$ cat src/hw/rtl/kwlt_pkg.sv
package kwlt_pkg;

   localparam int KEYWORD_MAX_LEN = 8;
   localparam int POSITION_BITS   = 24;
   localparam int FIELD_BITS      = 24;
   localparam int LINE_BITS       = 24;
   localparam int KW_BITS         = 8 * KEYWORD_MAX_LEN;
   localparam int LEN_BITS        = $clog2(KEYWORD_MAX_LEN + 1);
   localparam int NUM_KEYS        = 27;
   localparam int QUEUE_DEPTH     = 4;
   localparam int QUEUE_PTR_BITS  = $clog2(QUEUE_DEPTH);
   localparam int QUEUE_CNT_BITS  = $clog2(QUEUE_DEPTH + 1);

   localparam logic [5:0] KIND_LPAREN  = 6'd0;
   localparam logic [5:0] KIND_RPAREN  = 6'd1;
   localparam logic [5:0] KIND_COMMA   = 6'd2;
   localparam logic [5:0] KIND_DOT     = 6'd3;
   localparam logic [5:0] KIND_STRING  = 6'd4;
   localparam logic [5:0] KIND_NUMBER  = 6'd5;
   localparam logic [5:0] KIND_IDENT   = 6'd6;
   localparam int         KIND_KEY0    = 7;
   localparam logic [5:0] KIND_EOF     = 6'd34;
   localparam logic [5:0] KIND_BADCHAR = 6'd35;
   localparam logic [5:0] KIND_UNTERM  = 6'd36;

   // keyword text right-aligned, first byte most significant
   localparam logic [KW_BITS-1:0] KEY_TEXT [NUM_KEYS] = '{
      KW_BITS'("plus"), KW_BITS'("minus"), KW_BITS'("into"), KW_BITS'("div"),
      KW_BITS'("reminder"), KW_BITS'("greater"), KW_BITS'("lesser"),
      KW_BITS'("equal"), KW_BITS'("not"), KW_BITS'("and"), KW_BITS'("or"),
      KW_BITS'("when"), KW_BITS'("then"), KW_BITS'("nothing"), KW_BITS'("with"),
      KW_BITS'("from"), KW_BITS'("to"), KW_BITS'("how"), KW_BITS'("so"),
      KW_BITS'("thats"), KW_BITS'("please"), KW_BITS'("give"), KW_BITS'("var"),
      KW_BITS'("is"), KW_BITS'("read"), KW_BITS'("as"), KW_BITS'("say")
   };
   localparam logic [LEN_BITS-1:0] KEY_LEN [NUM_KEYS] = '{
      LEN_BITS'(4), LEN_BITS'(5), LEN_BITS'(4), LEN_BITS'(3), LEN_BITS'(8),
      LEN_BITS'(7), LEN_BITS'(6), LEN_BITS'(5), LEN_BITS'(3), LEN_BITS'(3),
      LEN_BITS'(2), LEN_BITS'(4), LEN_BITS'(4), LEN_BITS'(7), LEN_BITS'(4),
      LEN_BITS'(4), LEN_BITS'(2), LEN_BITS'(3), LEN_BITS'(2), LEN_BITS'(5),
      LEN_BITS'(6), LEN_BITS'(4), LEN_BITS'(3), LEN_BITS'(2), LEN_BITS'(4),
      LEN_BITS'(2), LEN_BITS'(3)
   };
   localparam logic [KW_BITS-1:0]  COMMENT_TEXT = KW_BITS'("comment");
   localparam logic [LEN_BITS-1:0] COMMENT_LEN  = LEN_BITS'(7);

   typedef enum logic [3:0] {
      CLS_LPAREN, CLS_RPAREN, CLS_COMMA, CLS_DOT, CLS_QUOTE,
      CLS_SPACE, CLS_NEWLINE, CLS_DIGIT, CLS_ALPHA, CLS_OTHER
   } char_class_type;

   typedef struct packed {
      logic [5:0]            kind;
      logic [FIELD_BITS-1:0] start;
      logic [FIELD_BITS-1:0] length;
      logic [LINE_BITS-1:0]  line;
      logic [7:0]            bad;
   } token_type;

   // results of one source byte: one or two tokens
   typedef struct packed {
      token_type tok0;
      token_type tok1;
      logic      two;
   } entry_type;

   function automatic char_class_type char_class(input logic [7:0] c);
      char_class_type cls;
      case (c) inside
         8'h28:                         cls = CLS_LPAREN;
         8'h29:                         cls = CLS_RPAREN;
         8'h2c:                         cls = CLS_COMMA;
         8'h2e:                         cls = CLS_DOT;
         8'h22:                         cls = CLS_QUOTE;
         8'h20, 8'h0d, 8'h09:           cls = CLS_SPACE;
         8'h0a:                         cls = CLS_NEWLINE;
         [8'h30:8'h39]:                 cls = CLS_DIGIT;
         [8'h41:8'h5a], [8'h61:8'h7a], 8'h5f: cls = CLS_ALPHA;
         default:                       cls = CLS_OTHER;
      endcase
      return cls;
   endfunction

   function automatic logic word_matches(input logic [KW_BITS-1:0] word,
                                         input logic [POSITION_BITS-1:0] len,
                                         input logic [KW_BITS-1:0] text,
                                         input logic [LEN_BITS-1:0] tlen);
      return (len == POSITION_BITS'(tlen)) && (word == text);
   endfunction

   // parallel compare against every keyword
   function automatic logic [5:0] keyword_kind(input logic [KW_BITS-1:0] word,
                                               input logic [POSITION_BITS-1:0] len);
      logic [5:0] kind;
      kind = KIND_IDENT;
      for (int i = 0; i < NUM_KEYS; i++) begin
         if (word_matches(word, len, KEY_TEXT[i], KEY_LEN[i])) begin
            kind = 6'(KIND_KEY0 + i);
         end
      end
      return kind;
   endfunction

endpackage

$ cat src/hw/rtl/kwlt_channels.sv
interface kwlt_req_if;
   logic       valid;
   logic       ready;
   logic [7:0] ch;
   logic       end_of_input;
   modport source(output valid, ch, end_of_input, input ready);
   modport sink(input valid, ch, end_of_input, output ready);
endinterface

interface kwlt_rsp_if;
   logic                            valid;
   logic                            ready;
   logic [5:0]                      token_kind;
   logic [kwlt_pkg::FIELD_BITS-1:0] token_start;
   logic [kwlt_pkg::FIELD_BITS-1:0] token_length;
   logic [kwlt_pkg::LINE_BITS-1:0]  token_line;
   logic [7:0]                      bad_char;
   logic                            last;
   modport source(output valid, token_kind, token_start, token_length, token_line,
                  bad_char, last, input ready);
   modport sink(input valid, token_kind, token_start, token_length, token_line,
                bad_char, last, output ready);
endinterface

interface kwlt_csr_if;
   logic                           valid;
   logic                           ready;
   logic [kwlt_pkg::LINE_BITS-1:0] first_line;
   modport source(output valid, first_line, input ready);
   modport sink(input valid, first_line, output ready);
endinterface

$ cat src/hw/rtl/keyword_lexer_tokenizer.sv
// Streaming keyword lexer. Source bytes enter on req_if one beat per cycle, with
// end_of_input marking the end of the text; each byte is scanned in the cycle it
// is accepted and its tokens (none, one or two) go into a four-entry queue. The
// output stage sends one token beat per cycle on rsp_if while ready is high, so
// a byte that closes a pending number or word and is itself a token gives two
// beats; the queue absorbs such bursts and req_if.ready drops only when full.
// Each token is registered in the queue, then in the output register. The
// first_line register is written on csr_if, which is always ready; it also
// reloads the line count when no byte has been taken since the last clear.
module keyword_lexer_tokenizer (
   input  logic        clock,
   input  logic        reset,
   kwlt_req_if.sink    req_if,
   kwlt_rsp_if.source  rsp_if,
   kwlt_csr_if.sink    csr_if
);

   logic                queue_full;
   logic                queue_empty;
   logic                push;
   logic                pop;
   kwlt_pkg::entry_type push_entry;
   kwlt_pkg::entry_type head;

   kwlt_scanner u_scanner (
      .clock      (clock),
      .reset      (reset),
      .req_if     (req_if),
      .csr_if     (csr_if),
      .queue_full (queue_full),
      .push       (push),
      .push_entry (push_entry)
   );

   kwlt_token_queue u_queue (
      .clock      (clock),
      .reset      (reset),
      .push       (push),
      .push_entry (push_entry),
      .pop        (pop),
      .full       (queue_full),
      .empty      (queue_empty),
      .head       (head)
   );

   kwlt_emitter u_emitter (
      .clock  (clock),
      .reset  (reset),
      .empty  (queue_empty),
      .head   (head),
      .pop    (pop),
      .rsp_if (rsp_if)
   );

endmodule

$ cat src/hw/rtl/kwlt_scanner.sv
module kwlt_scanner (
   input  logic                clock,
   input  logic                reset,
   kwlt_req_if.sink            req_if,
   kwlt_csr_if.sink            csr_if,
   input  logic                queue_full,
   output logic                push,
   output kwlt_pkg::entry_type push_entry
);

   typedef enum logic [2:0] {
      MODE_IDLE, MODE_NUMBER, MODE_IDENT, MODE_STRING, MODE_COMMENT
   } mode_type;

   localparam int PB = kwlt_pkg::POSITION_BITS;
   localparam int FB = kwlt_pkg::FIELD_BITS;
   localparam int LB = kwlt_pkg::LINE_BITS;
   localparam int KB = kwlt_pkg::KW_BITS;

   mode_type       mode_ff, mode_in;
   logic [PB-1:0]  pos_ff, pos_in;
   logic [PB-1:0]  start_ff, start_in;
   logic [LB-1:0]  line_ff, line_in;
   logic [KB-1:0]  word_ff, word_in;
   logic [LB-1:0]  first_line_ff, first_line_in;

   logic                     fire;
   logic                     cfg_fire;
   logic [PB-1:0]            len;
   kwlt_pkg::char_class_type cls;
   logic                     is_comment;

   // idle-mode scan of the current byte
   logic                idle_emit;
   kwlt_pkg::token_type idle_tok;
   mode_type            idle_mode;
   logic                idle_setstart;
   logic                idle_newword;
   logic                idle_bump;

   logic                use_idle;
   logic                bump;
   logic                pend_v;
   kwlt_pkg::token_type pend_tok;
   kwlt_pkg::token_type second_tok;
   logic                second_v;

   assign fire     = req_if.valid && req_if.ready;
   assign cfg_fire = csr_if.valid && csr_if.ready;
   assign req_if.ready = !queue_full;
   assign csr_if.ready = 1'b1;

   assign len        = pos_ff - start_ff;
   assign cls        = kwlt_pkg::char_class(req_if.ch);
   assign is_comment = kwlt_pkg::word_matches(word_ff, len, kwlt_pkg::COMMENT_TEXT,
                                              kwlt_pkg::COMMENT_LEN);

   always_comb begin
      idle_emit       = 1'b0;
      idle_mode       = MODE_IDLE;
      idle_setstart   = 1'b0;
      idle_newword    = 1'b0;
      idle_bump       = 1'b0;
      idle_tok.kind   = kwlt_pkg::KIND_BADCHAR;
      idle_tok.start  = FB'(pos_ff);
      idle_tok.length = FB'(1);
      idle_tok.line   = line_ff;
      idle_tok.bad    = 8'd0;
      case (cls)
         kwlt_pkg::CLS_LPAREN: begin
            idle_emit     = 1'b1;
            idle_tok.kind = kwlt_pkg::KIND_LPAREN;
         end
         kwlt_pkg::CLS_RPAREN: begin
            idle_emit     = 1'b1;
            idle_tok.kind = kwlt_pkg::KIND_RPAREN;
         end
         kwlt_pkg::CLS_COMMA: begin
            idle_emit     = 1'b1;
            idle_tok.kind = kwlt_pkg::KIND_COMMA;
         end
         kwlt_pkg::CLS_DOT: begin
            idle_emit     = 1'b1;
            idle_tok.kind = kwlt_pkg::KIND_DOT;
         end
         kwlt_pkg::CLS_QUOTE: begin
            idle_mode     = MODE_STRING;
            idle_setstart = 1'b1;
         end
         kwlt_pkg::CLS_SPACE: begin
         end
         kwlt_pkg::CLS_NEWLINE: begin
            idle_bump = 1'b1;
         end
         kwlt_pkg::CLS_DIGIT: begin
            idle_mode     = MODE_NUMBER;
            idle_setstart = 1'b1;
         end
         kwlt_pkg::CLS_ALPHA: begin
            idle_mode     = MODE_IDENT;
            idle_setstart = 1'b1;
            idle_newword  = 1'b1;
         end
         default: begin
            idle_emit       = 1'b1;
            idle_tok.length = '0;
            idle_tok.bad    = req_if.ch;
         end
      endcase
   end

   always_comb begin
      mode_in       = mode_ff;
      pos_in        = pos_ff;
      start_in      = start_ff;
      line_in       = line_ff;
      word_in       = word_ff;
      first_line_in = first_line_ff;
      use_idle      = 1'b0;
      bump          = 1'b0;
      pend_v        = 1'b0;

      pend_tok.kind   = kwlt_pkg::KIND_NUMBER;
      pend_tok.start  = FB'(start_ff);
      pend_tok.length = FB'(len);
      pend_tok.line   = line_ff;
      pend_tok.bad    = 8'd0;

      if (req_if.end_of_input) begin
         case (mode_ff)
            MODE_NUMBER: pend_v = 1'b1;
            MODE_IDENT: begin
               pend_v        = !is_comment;
               pend_tok.kind = kwlt_pkg::keyword_kind(word_ff, len);
            end
            MODE_STRING: begin
               pend_v          = 1'b1;
               pend_tok.kind   = kwlt_pkg::KIND_UNTERM;
               pend_tok.length = '0;
            end
            default: pend_v = 1'b0;
         endcase
      end else begin
         case (mode_ff)
            MODE_NUMBER: begin
               if (cls != kwlt_pkg::CLS_DIGIT) begin
                  pend_v   = 1'b1;
                  use_idle = 1'b1;
               end
            end
            MODE_IDENT: begin
               if (cls == kwlt_pkg::CLS_ALPHA || cls == kwlt_pkg::CLS_DIGIT) begin
                  // once the offset is pinned the length stops and the word stays put
                  if (len < PB'(kwlt_pkg::KEYWORD_MAX_LEN) && pos_ff != '1) begin
                     word_in = {word_ff[KB-9:0], req_if.ch};
                  end
               end else if (is_comment) begin
                  // comment word: rest of the line is dropped
                  if (cls == kwlt_pkg::CLS_NEWLINE) begin
                     mode_in = MODE_IDLE;
                     bump    = 1'b1;
                  end else begin
                     mode_in = MODE_COMMENT;
                  end
               end else begin
                  pend_v        = 1'b1;
                  pend_tok.kind = kwlt_pkg::keyword_kind(word_ff, len);
                  use_idle      = 1'b1;
               end
            end
            MODE_STRING: begin
               if (cls == kwlt_pkg::CLS_QUOTE) begin
                  pend_v          = 1'b1;
                  pend_tok.kind   = kwlt_pkg::KIND_STRING;
                  pend_tok.start  = FB'({1'b0, start_ff} + 1'b1);
                  pend_tok.length = (len == '0) ? '0 : FB'(len - 1'b1);
                  mode_in         = MODE_IDLE;
               end else if (cls == kwlt_pkg::CLS_NEWLINE) begin
                  bump = 1'b1;
               end
            end
            MODE_COMMENT: begin
               if (cls == kwlt_pkg::CLS_NEWLINE) begin
                  bump    = 1'b1;
                  mode_in = MODE_IDLE;
               end
            end
            default: use_idle = 1'b1;
         endcase

         if (use_idle) begin
            mode_in = idle_mode;
            bump    = bump | idle_bump;
            if (idle_setstart) begin
               start_in = pos_ff;
            end
            if (idle_newword) begin
               word_in = KB'(req_if.ch);
            end
         end
         if (bump && line_ff != '1) begin
            line_in = line_ff + 1'b1;
         end
         if (pos_ff != '1) begin
            pos_in = pos_ff + 1'b1;
         end
      end

      second_tok = idle_tok;
      second_v   = use_idle && idle_emit;
      if (req_if.end_of_input) begin
         second_tok.kind   = kwlt_pkg::KIND_EOF;
         second_tok.start  = FB'(pos_ff);
         second_tok.length = '0;
         second_tok.bad    = 8'd0;
         second_v          = 1'b1;
      end

      if (pend_v) begin
         push_entry.tok0 = pend_tok;
         push_entry.tok1 = second_tok;
         push_entry.two  = second_v;
      end else begin
         push_entry.tok0 = second_tok;
         push_entry.tok1 = second_tok;
         push_entry.two  = 1'b0;
      end
      push = fire && (pend_v || second_v);

      if (!fire) begin
         mode_in  = mode_ff;
         pos_in   = pos_ff;
         start_in = start_ff;
         line_in  = line_ff;
         word_in  = word_ff;
      end else if (req_if.end_of_input) begin
         mode_in  = MODE_IDLE;
         pos_in   = '0;
         start_in = '0;
         line_in  = first_line_ff;
         word_in  = '0;
      end

      if (cfg_fire) begin
         first_line_in = csr_if.first_line;
         if (pos_ff == '0) begin
            line_in = csr_if.first_line;
         end
      end
   end

   always_ff @(posedge clock) begin
      if (reset) begin
         mode_ff       <= MODE_IDLE;
         pos_ff        <= '0;
         start_ff      <= '0;
         line_ff       <= LB'(1);
         word_ff       <= '0;
         first_line_ff <= LB'(1);
      end else begin
         mode_ff       <= mode_in;
         pos_ff        <= pos_in;
         start_ff      <= start_in;
         line_ff       <= line_in;
         word_ff       <= word_in;
         first_line_ff <= first_line_in;
      end
   end

endmodule

$ cat src/hw/rtl/kwlt_token_queue.sv
module kwlt_token_queue (
   input  logic                clock,
   input  logic                reset,
   input  logic                push,
   input  kwlt_pkg::entry_type push_entry,
   input  logic                pop,
   output logic                full,
   output logic                empty,
   output kwlt_pkg::entry_type head
);

   localparam int PW = kwlt_pkg::QUEUE_PTR_BITS;
   localparam int CW = kwlt_pkg::QUEUE_CNT_BITS;

   kwlt_pkg::entry_type slot_ff [kwlt_pkg::QUEUE_DEPTH];
   logic [PW-1:0] wr_ptr_ff, wr_ptr_in;
   logic [PW-1:0] rd_ptr_ff, rd_ptr_in;
   logic [CW-1:0] count_ff, count_in;

   assign full  = (count_ff == CW'(kwlt_pkg::QUEUE_DEPTH));
   assign empty = (count_ff == '0);
   assign head  = slot_ff[rd_ptr_ff];

   always_comb begin
      wr_ptr_in = push ? wr_ptr_ff + 1'b1 : wr_ptr_ff;
      rd_ptr_in = pop ? rd_ptr_ff + 1'b1 : rd_ptr_ff;
      count_in  = count_ff;
      if (push && !pop) begin
         count_in = count_ff + 1'b1;
      end else if (pop && !push) begin
         count_in = count_ff - 1'b1;
      end
   end

   always_ff @(posedge clock) begin
      if (reset) begin
         wr_ptr_ff <= '0;
         rd_ptr_ff <= '0;
         count_ff  <= '0;
      end else begin
         wr_ptr_ff <= wr_ptr_in;
         rd_ptr_ff <= rd_ptr_in;
         count_ff  <= count_in;
      end
   end

   always_ff @(posedge clock) begin
      if (push) begin
         slot_ff[wr_ptr_ff] <= push_entry;
      end
   end

endmodule

$ cat src/hw/rtl/kwlt_emitter.sv
module kwlt_emitter (
   input  logic                clock,
   input  logic                reset,
   input  logic                empty,
   input  kwlt_pkg::entry_type head,
   output logic                pop,
   kwlt_rsp_if.source          rsp_if
);

   logic                out_v_ff, out_v_in;
   logic                out_last_ff, out_last_in;
   kwlt_pkg::token_type out_tok_ff, out_tok_in;
   logic                pend_v_ff, pend_v_in;
   kwlt_pkg::token_type pend_tok_ff, pend_tok_in;
   logic                load;

   // output register is free or its beat goes this cycle
   assign load = !out_v_ff || rsp_if.ready;
   assign pop  = load && !pend_v_ff && !empty;

   always_comb begin
      out_v_in    = out_v_ff;
      out_last_in = out_last_ff;
      out_tok_in  = out_tok_ff;
      pend_v_in   = pend_v_ff;
      pend_tok_in = pend_tok_ff;
      if (load) begin
         if (pend_v_ff) begin
            out_v_in    = 1'b1;
            out_tok_in  = pend_tok_ff;
            out_last_in = 1'b1;
            pend_v_in   = 1'b0;
         end else if (!empty) begin
            out_v_in    = 1'b1;
            out_tok_in  = head.tok0;
            out_last_in = !head.two;
            pend_v_in   = head.two;
            pend_tok_in = head.tok1;
         end else begin
            out_v_in = 1'b0;
         end
      end
   end

   always_ff @(posedge clock) begin
      if (reset) begin
         out_v_ff  <= 1'b0;
         pend_v_ff <= 1'b0;
      end else begin
         out_v_ff  <= out_v_in;
         pend_v_ff <= pend_v_in;
      end
   end

   always_ff @(posedge clock) begin
      out_last_ff <= out_last_in;
      out_tok_ff  <= out_tok_in;
      pend_tok_ff <= pend_tok_in;
   end

   assign rsp_if.valid        = out_v_ff;
   assign rsp_if.token_kind   = out_tok_ff.kind;
   assign rsp_if.token_start  = out_tok_ff.start;
   assign rsp_if.token_length = out_tok_ff.length;
   assign rsp_if.token_line   = out_tok_ff.line;
   assign rsp_if.bad_char     = out_tok_ff.bad;
   assign rsp_if.last         = out_last_ff;

endmodule

$ cat src/flat_wrapper.sv
// flat-port wrapper written by rule: the top's interface ports become plain ports
module keyword_lexer_tokenizer_flat 
  (clock, reset, req_if_valid, req_if_ch, req_if_end_of_input, req_if_ready, rsp_if_valid, rsp_if_token_kind, rsp_if_token_start, rsp_if_token_length, rsp_if_token_line, rsp_if_bad_char, rsp_if_last, rsp_if_ready, csr_if_valid, csr_if_first_line, csr_if_ready);
  kwlt_req_if req_if_i ();
  kwlt_rsp_if rsp_if_i ();
  kwlt_csr_if csr_if_i ();
  input  logic clock;
  input  logic reset;
  input wire logic [$bits(req_if_i.valid)-1:0] req_if_valid;
  input wire logic [$bits(req_if_i.ch)-1:0] req_if_ch;
  input wire logic [$bits(req_if_i.end_of_input)-1:0] req_if_end_of_input;
  output wire logic [$bits(req_if_i.ready)-1:0] req_if_ready;
  output wire logic [$bits(rsp_if_i.valid)-1:0] rsp_if_valid;
  output wire logic [$bits(rsp_if_i.token_kind)-1:0] rsp_if_token_kind;
  output wire logic [$bits(rsp_if_i.token_start)-1:0] rsp_if_token_start;
  output wire logic [$bits(rsp_if_i.token_length)-1:0] rsp_if_token_length;
  output wire logic [$bits(rsp_if_i.token_line)-1:0] rsp_if_token_line;
  output wire logic [$bits(rsp_if_i.bad_char)-1:0] rsp_if_bad_char;
  output wire logic [$bits(rsp_if_i.last)-1:0] rsp_if_last;
  input wire logic [$bits(rsp_if_i.ready)-1:0] rsp_if_ready;
  input wire logic [$bits(csr_if_i.valid)-1:0] csr_if_valid;
  input wire logic [$bits(csr_if_i.first_line)-1:0] csr_if_first_line;
  output wire logic [$bits(csr_if_i.ready)-1:0] csr_if_ready;
  assign req_if_i.valid = req_if_valid;
  assign req_if_i.ch = req_if_ch;
  assign req_if_i.end_of_input = req_if_end_of_input;
  assign req_if_ready = req_if_i.ready;
  assign rsp_if_valid = rsp_if_i.valid;
  assign rsp_if_token_kind = rsp_if_i.token_kind;
  assign rsp_if_token_start = rsp_if_i.token_start;
  assign rsp_if_token_length = rsp_if_i.token_length;
  assign rsp_if_token_line = rsp_if_i.token_line;
  assign rsp_if_bad_char = rsp_if_i.bad_char;
  assign rsp_if_last = rsp_if_i.last;
  assign rsp_if_i.ready = rsp_if_ready;
  assign csr_if_i.valid = csr_if_valid;
  assign csr_if_i.first_line = csr_if_first_line;
  assign csr_if_ready = csr_if_i.ready;
  keyword_lexer_tokenizer u_core (.clock(clock), .reset(reset), .req_if(req_if_i), .rsp_if(rsp_if_i), .csr_if(csr_if_i));
endmodule
$ cat config.mk
export PLATFORM = sky130hd
export DESIGN_NAME = keyword_lexer_tokenizer_flat
export DESIGN_NICKNAME = d
export VERILOG_FILES = /design/src/hw/rtl/kwlt_pkg.sv /design/src/hw/rtl/kwlt_channels.sv /design/src/hw/rtl/keyword_lexer_tokenizer.sv /design/src/hw/rtl/kwlt_scanner.sv /design/src/hw/rtl/kwlt_token_queue.sv /design/src/hw/rtl/kwlt_emitter.sv /design/src/flat_wrapper.sv
export SDC_FILE = /design/constraint.sdc
export NUM_CORES = 1
export LEC_CHECK = 0
export ABC_AREA = 1
export BUFFER_PORTS_ARGS = -buffer_cell sky130_fd_sc_hd__clkbuf_2
export CELL_PAD_IN_SITES_DETAIL_PLACEMENT = 0
export CELL_PAD_IN_SITES_GLOBAL_PLACEMENT = 2
export CORE_AREA = 2 2 310 312
export CTS_CLUSTER_DIAMETER = 30
export CTS_CLUSTER_SIZE = 40
export DETAILED_ROUTE_END_ITERATION = 16
export DIE_AREA = 0 0 312 314
export GPL_ROUTABILITY_DRIVEN = 0
export HOLD_SLACK_MARGIN = 0.02
export PLACE_DENSITY = 0.9
export SYNTH_ARGS = -nofsm -noshare
export SYNTH_HDL_FRONTEND = slang
export SYNTH_SLANG_ARGS = --single-unit
$ cat constraint.sdc
create_clock -name clock -period 15.7 [get_ports clock]
set_input_delay 1.57 -clock clock [delete_from_list [all_inputs] [get_ports clock]]
set_output_delay 1.57 -clock clock [all_outputs]
set_load 0.01 [all_outputs]
Word level (Yosys, flattened, before mapping)
Memory sizes are Yosys's and may differ from the RTL's. A register that Yosys moved wholly into a read port is not among the register bits.
Index checks and enable logic that the tools add are counted.
- register bits after elaboration: 345
- RAM bits: 692
- input port bits: 38
- output and inout bits: 90
- word-level logic and storage cells: 293
- memories: 1
- add/subtract/negate cells: 9
- order comparisons: 7
- equality and inequality tests: 66
- multiplexer cells: 113
- bitwise gates (word level): 3
- reductions and logical operators: 72
- memories (name ; words ; bits a word ; read ports ; clocked after Yosys merged registers in ; wr ports ; line ; RTL):
    u_core.u_queue.slot_ff ; 4 ; 173 ; 1 ; 1 ; 1 ; kwlt_token_queue.sv:15 ; kwlt_pkg::entry_type slot_ff [kwlt_pkg::QUEUE_DEPTH];
- operator list (kind ; count):
    == test 64 x 31 -> 1 bit, second input constant ; 8
    == test 64 x 23 -> 1 bit, second input constant ; 6
    two-way mux 64 bit ; 6
    two-way mux 24 bit ; 14
    == test 64 x 15 -> 1 bit, second input constant ; 5
    == test 64 x 39 -> 1 bit, second input constant ; 3
    == test 64 x 55 -> 1 bit, second input constant ; 3
    two-way mux 6 bit ; 29
    two-way mux 173 bit ; 1
    two-way mux 86 bit ; 2
    == test 64 x 47 -> 1 bit, second input constant ; 2
    == test 24 x 3 -> 1 bit, second input constant ; 4
    adder 24 x 1 -> 24 bit, second input constant ; 3
    == test 64 x 63 -> 1 bit, second input constant ; 1
    two-way mux 54 bit ; 1
    two-way mux 49 bit ; 1
    == test 24 x 2 -> 1 bit, second input constant ; 2
    == test 8 x 6 -> 1 bit, second input constant ; 6
    logical NOT 24 bit ; 2
    two-way mux 48 bit ; 1
    inequality test 24 bit, second input constant ; 2
    logical AND 1 bit ; 40
    two-way mux 4 bit ; 8
    two-way mux 1 bit ; 28
    47 further kinds ; 92

Logic depth before layout (Yosys ltp)
- word-level depth: 35
- depth in mapped cells: 34
- mapped depth without buffers: 34

By module
Synthesis repeated with hierarchy kept, for this count alone.
- cell total of the unflattened synthesis: 4580
- area total of the unflattened synthesis: 46527.1 um^2
- by module, submodules not included (module ; instances ; cells an instance ; area an instance (um^2) ; seq. area each (um^2)):
    kwlt_token_queue ; 1 ; 1731 ; 25921.1 ; 20960.1
    kwlt_scanner ; 1 ; 2381 ; 14214.9 ; 3263.1
    kwlt_emitter ; 1 ; 468 ; 6391.1 ; 5235.0

Worst setup path before layout
Ideal clock, no wire load.
- path kind: in2reg
- from: input port req_if_ch[7]
- to: memory u_core.u_queue.slot_ff[0][0] (netlist bit), enable pin
- library setup time: 607 ps
- arrival: 8114 ps
- data required time: 15093 ps
- slack: 6979 ps
- cell stages on the path: 13
- path buffers: 0
- cell sequence: nor2_1 inv_1 nor3_1 inv_1 nor3_4 inv_2 nor2_4 o21ai_0 nand2_1 inv_1 nand2_1 nand2_2 nor2_1
- word-level cells in the longest chain between the ends: 24
- elaborated cells on any way between the ends: 53
- those cells by class: order compare (6); eq/ne (16); mux (21); reduce/logical (10)
- RTL lines (item ; line ; RTL):
    from (decl) ; flat_wrapper.sv:10 ; input wire logic [$bits(req_if_i.ch)-1:0] req_if_ch;
    greater-or-equal comparator 8 x 7 -> 1 bit (implied by the code) or less-or-equal comparator 8 x 7 -> 1 bit (tied branches) ; kwlt_scanner.sv:54 ; assign cls = kwlt_pkg::char_class(req_if.ch);
    logical AND 1 bit (implied by the code) ; kwlt_scanner.sv:54 ;
    OR reduction 3 bit ; kwlt_pkg.sv:69 ; case (c) inside
    two-way mux 1 bit ; kwlt_pkg.sv:69 ;
    two-way mux 4 bit (7 in series) ; kwlt_pkg.sv:69 ;
    two-way mux 4 bit (*) ; kwlt_pkg.sv:69 ;
    == test 4 bit or == test 4 x 3 -> 1 bit (tied branches) ; kwlt_scanner.sv:69, kwlt_scanner.sv:152 ;
    logical OR 1 bit ; kwlt_scanner.sv:152 ; if (cls == kwlt_pkg::CLS_ALPHA || cls == kwlt_pkg::CLS_DIGIT) begin
    two-way mux 1 bit ; kwlt_scanner.sv:152 ;
    one-hot mux 1 bit (3 select lines) ; kwlt_scanner.sv:144 ; case (mode_ff)
    two-way mux 1 bit (2 in series) ; kwlt_scanner.sv:129 ; if (req_if.end_of_input) begin
    logical AND 1 bit ; kwlt_scanner.sv:210 ; second_v = use_idle && idle_emit;
    two-way mux 1 bit ; kwlt_scanner.sv:211 ; if (req_if.end_of_input) begin
    logical OR 1 bit (*) ; kwlt_scanner.sv:228 ; push = fire && (pend_v || second_v);
    logical AND 1 bit (*) ; kwlt_scanner.sv:228 ;
    two-way mux 1 bit (*) ; kwlt_token_queue.sv:48 ; if (push) begin
    two-way mux 1 bit (implied by the code) (*) ; kwlt_token_queue.sv:49 ; slot_ff[wr_ptr_ff] <= push_entry;
    to (decl) ; kwlt_token_queue.sv:15 ;
Every way passes the cells marked *; elsewhere a longest branch is shown, timed or not. The select of a mux whose other input is x is not followed.

Worst setup path after layout
- from: register u_core.u_scanner.pos_ff[0]
- to: memory u_core.u_queue.slot_ff[0][151] (netlist bit), enable pin
- word-level cells in the longest chain between the ends: 14
- elaborated cells on any way between the ends: 18
- those cells by class: add/sub (1); eq/ne (1); mux (11); reduce/logical (5)
- RTL lines (item ; line ; RTL):
    from (decl) ; kwlt_scanner.sv:21 ; logic [PB-1:0] pos_ff, pos_in;
    from (signal assigned) ; kwlt_scanner.sv:262 ; pos_ff <= pos_in;
    subtractor 24 bit (*) ; kwlt_scanner.sv:53 ; assign len = pos_ff - start_ff;
    == test 24 x 3 -> 1 bit (*) ; kwlt_pkg.sv:88 ; return (len == POSITION_BITS'(tlen)) && (word == text);
    logical AND 1 bit (*) ; kwlt_pkg.sv:88 ;
    two-way mux 1 bit ; kwlt_scanner.sv:157 ; end else if (is_comment) begin
    two-way mux 1 bit ; kwlt_scanner.sv:152 ;
    one-hot mux 1 bit (3 select lines) ; kwlt_scanner.sv:144 ;
    two-way mux 1 bit (2 in series) ; kwlt_scanner.sv:129 ;
    logical AND 1 bit ; kwlt_scanner.sv:210 ;
    two-way mux 1 bit ; kwlt_scanner.sv:211 ;
    logical OR 1 bit (*) ; kwlt_scanner.sv:228 ;
    logical AND 1 bit (*) ; kwlt_scanner.sv:228 ;
    two-way mux 1 bit (*) ; kwlt_token_queue.sv:48 ;
    two-way mux 1 bit (implied by the code) (*) ; kwlt_token_queue.sv:49 ;
Marked as above.

==> impl_metrics.yaml <==
status:
  run_status: "finished, final reports clean"
clock_tree:
  cts_made_buffers: 169
  cts_resized: 0
  htreeDepth: 4
  clock-root-buffer: "clkbuf_16"
  cts.sinks: 813
  clk_path_buf_depth: 3
  cts_setup_buffers: 0
  cts_hold_buf: 0
  cts_tree: "yes"
  path_clk_slew_ns: 0.05
  clkLatencyLatePin_ns: 0.77
cells_and_area:
  drive_above_1_share: 0.127
  nFillCells: 8917
  multi_input_area_sq_mm: 0.0127
  final_nets: 4171
  register_area_sq_mm: 0.0227
  syn_to_final_growth_pct: 20.8
die:
  core_area_sq_mm: 0.0944
  start_util: 0.397
  rows: 113
  die_area_sq_mm: 0.0980
  ios: 128
  fp.dieH_um: 314
  die_x_um: 312
setup_path:
  cp.arrival_ns: 6.74
  critPathLaunchType: "flip-flop"
  critPathMostFrequentCell: "nand2_2"
  worstPathMaxFanout: 52
  endpoint_kind: "flip-flop"
  path_class: "flip-flop to flip-flop"
  slowest_stage: "nor2_4"
  worstPathRequired_ns: 16.08
  critical_path.max_stage_delay_ns: 0.86
timing:
  drv_slew: 0
  period_minus_slack_ns: 6.36
  hold_viol_final: 0
  final.period_utilization: 0.405
  slew_headroom: 0.172
  max_freq_mhz: 157
  fin_ws_ns: 9.34
  finalClockSkew_ns: 0.0490
  setup-tns-final_ns: 0
  setup_violations: 0
  tightest_slew_ns: 1.24
  rsz0062_at_grt: "false"
detailed_routing:
  drc: 0
  wl_per_cell_um: 20.0
  antenna_left: 0
  wl_um: 110000
  first_pass_iters: 5
  vias: 29200
  drt-initial-drc-count: 2791
  vias_per_cell: 5.31
grt:
  antenna_found_initial: 12
  grt_max_degree: 124
  grt_pass1_wl_um: 167000
  grt_pass1_vias: 27600
  overflow: 0
  grtUsageTotal: 0.221
yosys:
  synth-simple-area-share: 0.187
  yosysSeqAreaShare: 0.605
  synth_edf_count: 639
  postSynthAreaPerCell_sq_um: 9.49
  mappedNetlistNets: 4026
  ys.flop_type: "edfxtp_1"
  syn-cell-area_sq_mm: 0.0375
  synth_seq_cells: 813
  synthAdderAreaFrac: 0.0134
  synth_compound_area_frac: 0.127
  synthXorXnorAreaFrac: 0.0103
  async_reset_ff_frac: 0
  synthMuxAreaShare: 0
  yosys_warnings: 0
  synth.distinct_cells: 58
  synth_cells: 3949
  synth_top_family_by_area: "simple AND/OR/NAND/NOR gates"
power_and_ir_drop:
  seq_power_share: 0.355
  power_density_mw_per_mm2: 195
  ir_drop_uv: 94.1
  p_int_mw: 5.93
  pwr-share-clk: 0.416
  switching_power_mw: 2.90
  p_sw_frac: 0.328
  p_comb_frac: 0.229
  leakagePower_nw: 17.0
hold_path:
  hp-class: "flip-flop to flip-flop"
run:
  drv_cap: 0
place:
  portBuffers: 126
  pre_cts_slack_ns: 9.10
  hpwl_um: 72400
kinds of logic (layout without fill, tap and decap cells):
group	after synthesis	in the layout
AO/OA/AOI/OAI	849	849
other	1	2
flip-flops	813	813
adder cells (fa/ha/maj)	39	39
buffers and inverters	561	854
XOR/XNOR	44	44
AND/OR/NAND/NOR	1642	1642
worst max-delay path, delay by kind of cell (launching register included):
family | cells | cell delay (ns)
buffers and inverters | 7 | 2.11
adder cells (fa/ha/maj) | 2 | 0.64
flip-flops | 1 | 0.37
AND/OR/NAND/NOR | 18 | 2.70
AO/OA/AOI/OAI | 1 | 0.08
power by group through the flow:
stage | Clock, mW | Combinational (mW) | Sequential (mW)
global placement | 0 | 2.02 | 3.17
finish | 3.68 | 2.02 | 3.13
detailed placement | 0 | 2.03 | 3.17
global route | 3.83 | 2.24 | 3.18
CTS | 3.72 | 2.04 | 3.14
floorplan | 0 | 1.20 | 3.22
path summary, 6_finish.rpt:
check | from | slack (ns) | to | cells after the start
setup / recovery | u_core.u_scanner.pos_ff[0] | 9.34 | u_core.u_queue.slot_ff[0][151] | 28
hold / removal | u_core.u_queue.rd_ptr_ff[1] | 0.46 | flip-flop | 2
setup reg to reg | u_core.u_scanner.pos_ff[0] | 9.34 | u_core.u_queue.slot_ff[0][151] | 28
hold reg to reg | u_core.u_queue.rd_ptr_ff[1] | 0.46 | flip-flop | 2
metal layers:
metal	wire [um]	GRT usage
met5	88	0
met4	2110	0.0614
met2	48100	0.330
met1	51700	0.326
met3	8340	0.0477
placed cells by master (no fill, tap or decap), types with 5 or more instances in the layout:
cell	count
nor4_1	47
xnor2_1	6
or2_2	6
clkbuf_2	125
inv_1	345
clkinv_4	11
clkbuf_16	173
a211oi_1	27
nand4_1	72
nor2_2	13
clkbuf_8	6
clkinv_2	29
nand3_1	121
nand3b_1	7
buf_4	35
clkinvlp_4	16
edfxtp_1	639
nand2_2	21
o22ai_1	62
a21oi_1	219
a31oi_1	40
nor3_1	92
nor2_1	635
a41oi_1	7
inv_16	5
bufinv_16	24
o21ai_0	394
nor2_4	10
clkbuf_1	24
xor2_1	38
nand2_1	600
o211ai_1	67
ha_1	37
inv_6	7
clkinv_1	18
a22oi_1	5
inv_2	22
dfxtp_1	171
flip-flops by register name, summed over array words and instances (netlist names), 2 cells and up, named ones only:
signal,count
u_core.u_queue.slot_ff,492
u_core.u_scanner.word_ff,64
u_core.u_emitter.pend_tok_ff,60
u_core.u_emitter.rsp_if.token_length,24
u_core.u_emitter.rsp_if.token_line,24
u_core.u_emitter.rsp_if.token_start,24
u_core.u_scanner.first_line_ff,24
u_core.u_scanner.line_ff,24
u_core.u_scanner.pos_ff,24
u_core.u_scanner.start_ff,24
u_core.u_emitter.rsp_if.bad_char,8
u_core.u_emitter.rsp_if.token_kind,6
u_core.u_queue.count_ff,3
u_core.u_scanner.mode_ff,3
u_core.u_queue.rd_ptr_ff,2
u_core.u_queue.wr_ptr_ff,2
per-stage QoR:
| stage | area [sq um] | hold WS (ns) | total power, mW | std cells | util |
|---|---|---|---|---|---|
| global route | 45300 | 0.481 | 9.25 | 5507 | 0.479 |
| detailed placement | 39300 | 0.448 | 5.20 | 5188 | 0.416 |
| CTS | 45300 | 0.455 | 8.90 | 5507 | 0.479 |
| finish | 45300 | 0.458 | 8.83 | 5508 | 0.479 |
| floorplan | 37500 | 0.429 | 4.42 | 3949 | - |
| global placement | 39300 | 0.443 | 5.19 | 5188 | 0.416 |
synth_stat cells (6+ instances only):
cell | n | area (sq um)
nor2_1 | 640 | 2400
edfxtp_1 | 639 | 19200
nand2_1 | 601 | 2260
o21ai_0 | 394 | 1970
inv_1 | 348 | 1310
a21oi_1 | 219 | 1100
dfxtp_1 | 174 | 3480
clkbuf_1 | 154 | 578
nand3_1 | 122 | 611
nor3_1 | 93 | 465
nand4_1 | 72 | 450
o211ai_1 | 67 | 503
o22ai_1 | 62 | 388
nor4_1 | 47 | 294
a31oi_1 | 40 | 250
xor2_1 | 38 | 333
ha_1 | 37 | 463
a211oi_1 | 27 | 203
inv_2 | 22 | 82.6
nand2_2 | 20 | 125
buf_1 | 12 | 45.0
buf_2 | 12 | 60.1
nor2_2 | 12 | 75.1
a41oi_1 | 7 | 61.3
nand3b_1 | 7 | 52.6
nor2_4 | 6 | 67.6
or2_2 | 6 | 37.5
xnor2_1 | 6 | 52.6
final cells by class:
cell class / count / area share
sequential: 813 / 0.501
multi-input combinational: 2575 / 0.280
clock buffer: 203 / 0.0994
tap: 1265 / 0.0350
clock inverter: 116 / 0.0331
inverter: 374 / 0.0313
timing repair buffer: 161 / 0.0201
antenna: 1 / 0.0000553
(Power assumes the default switching activity.)
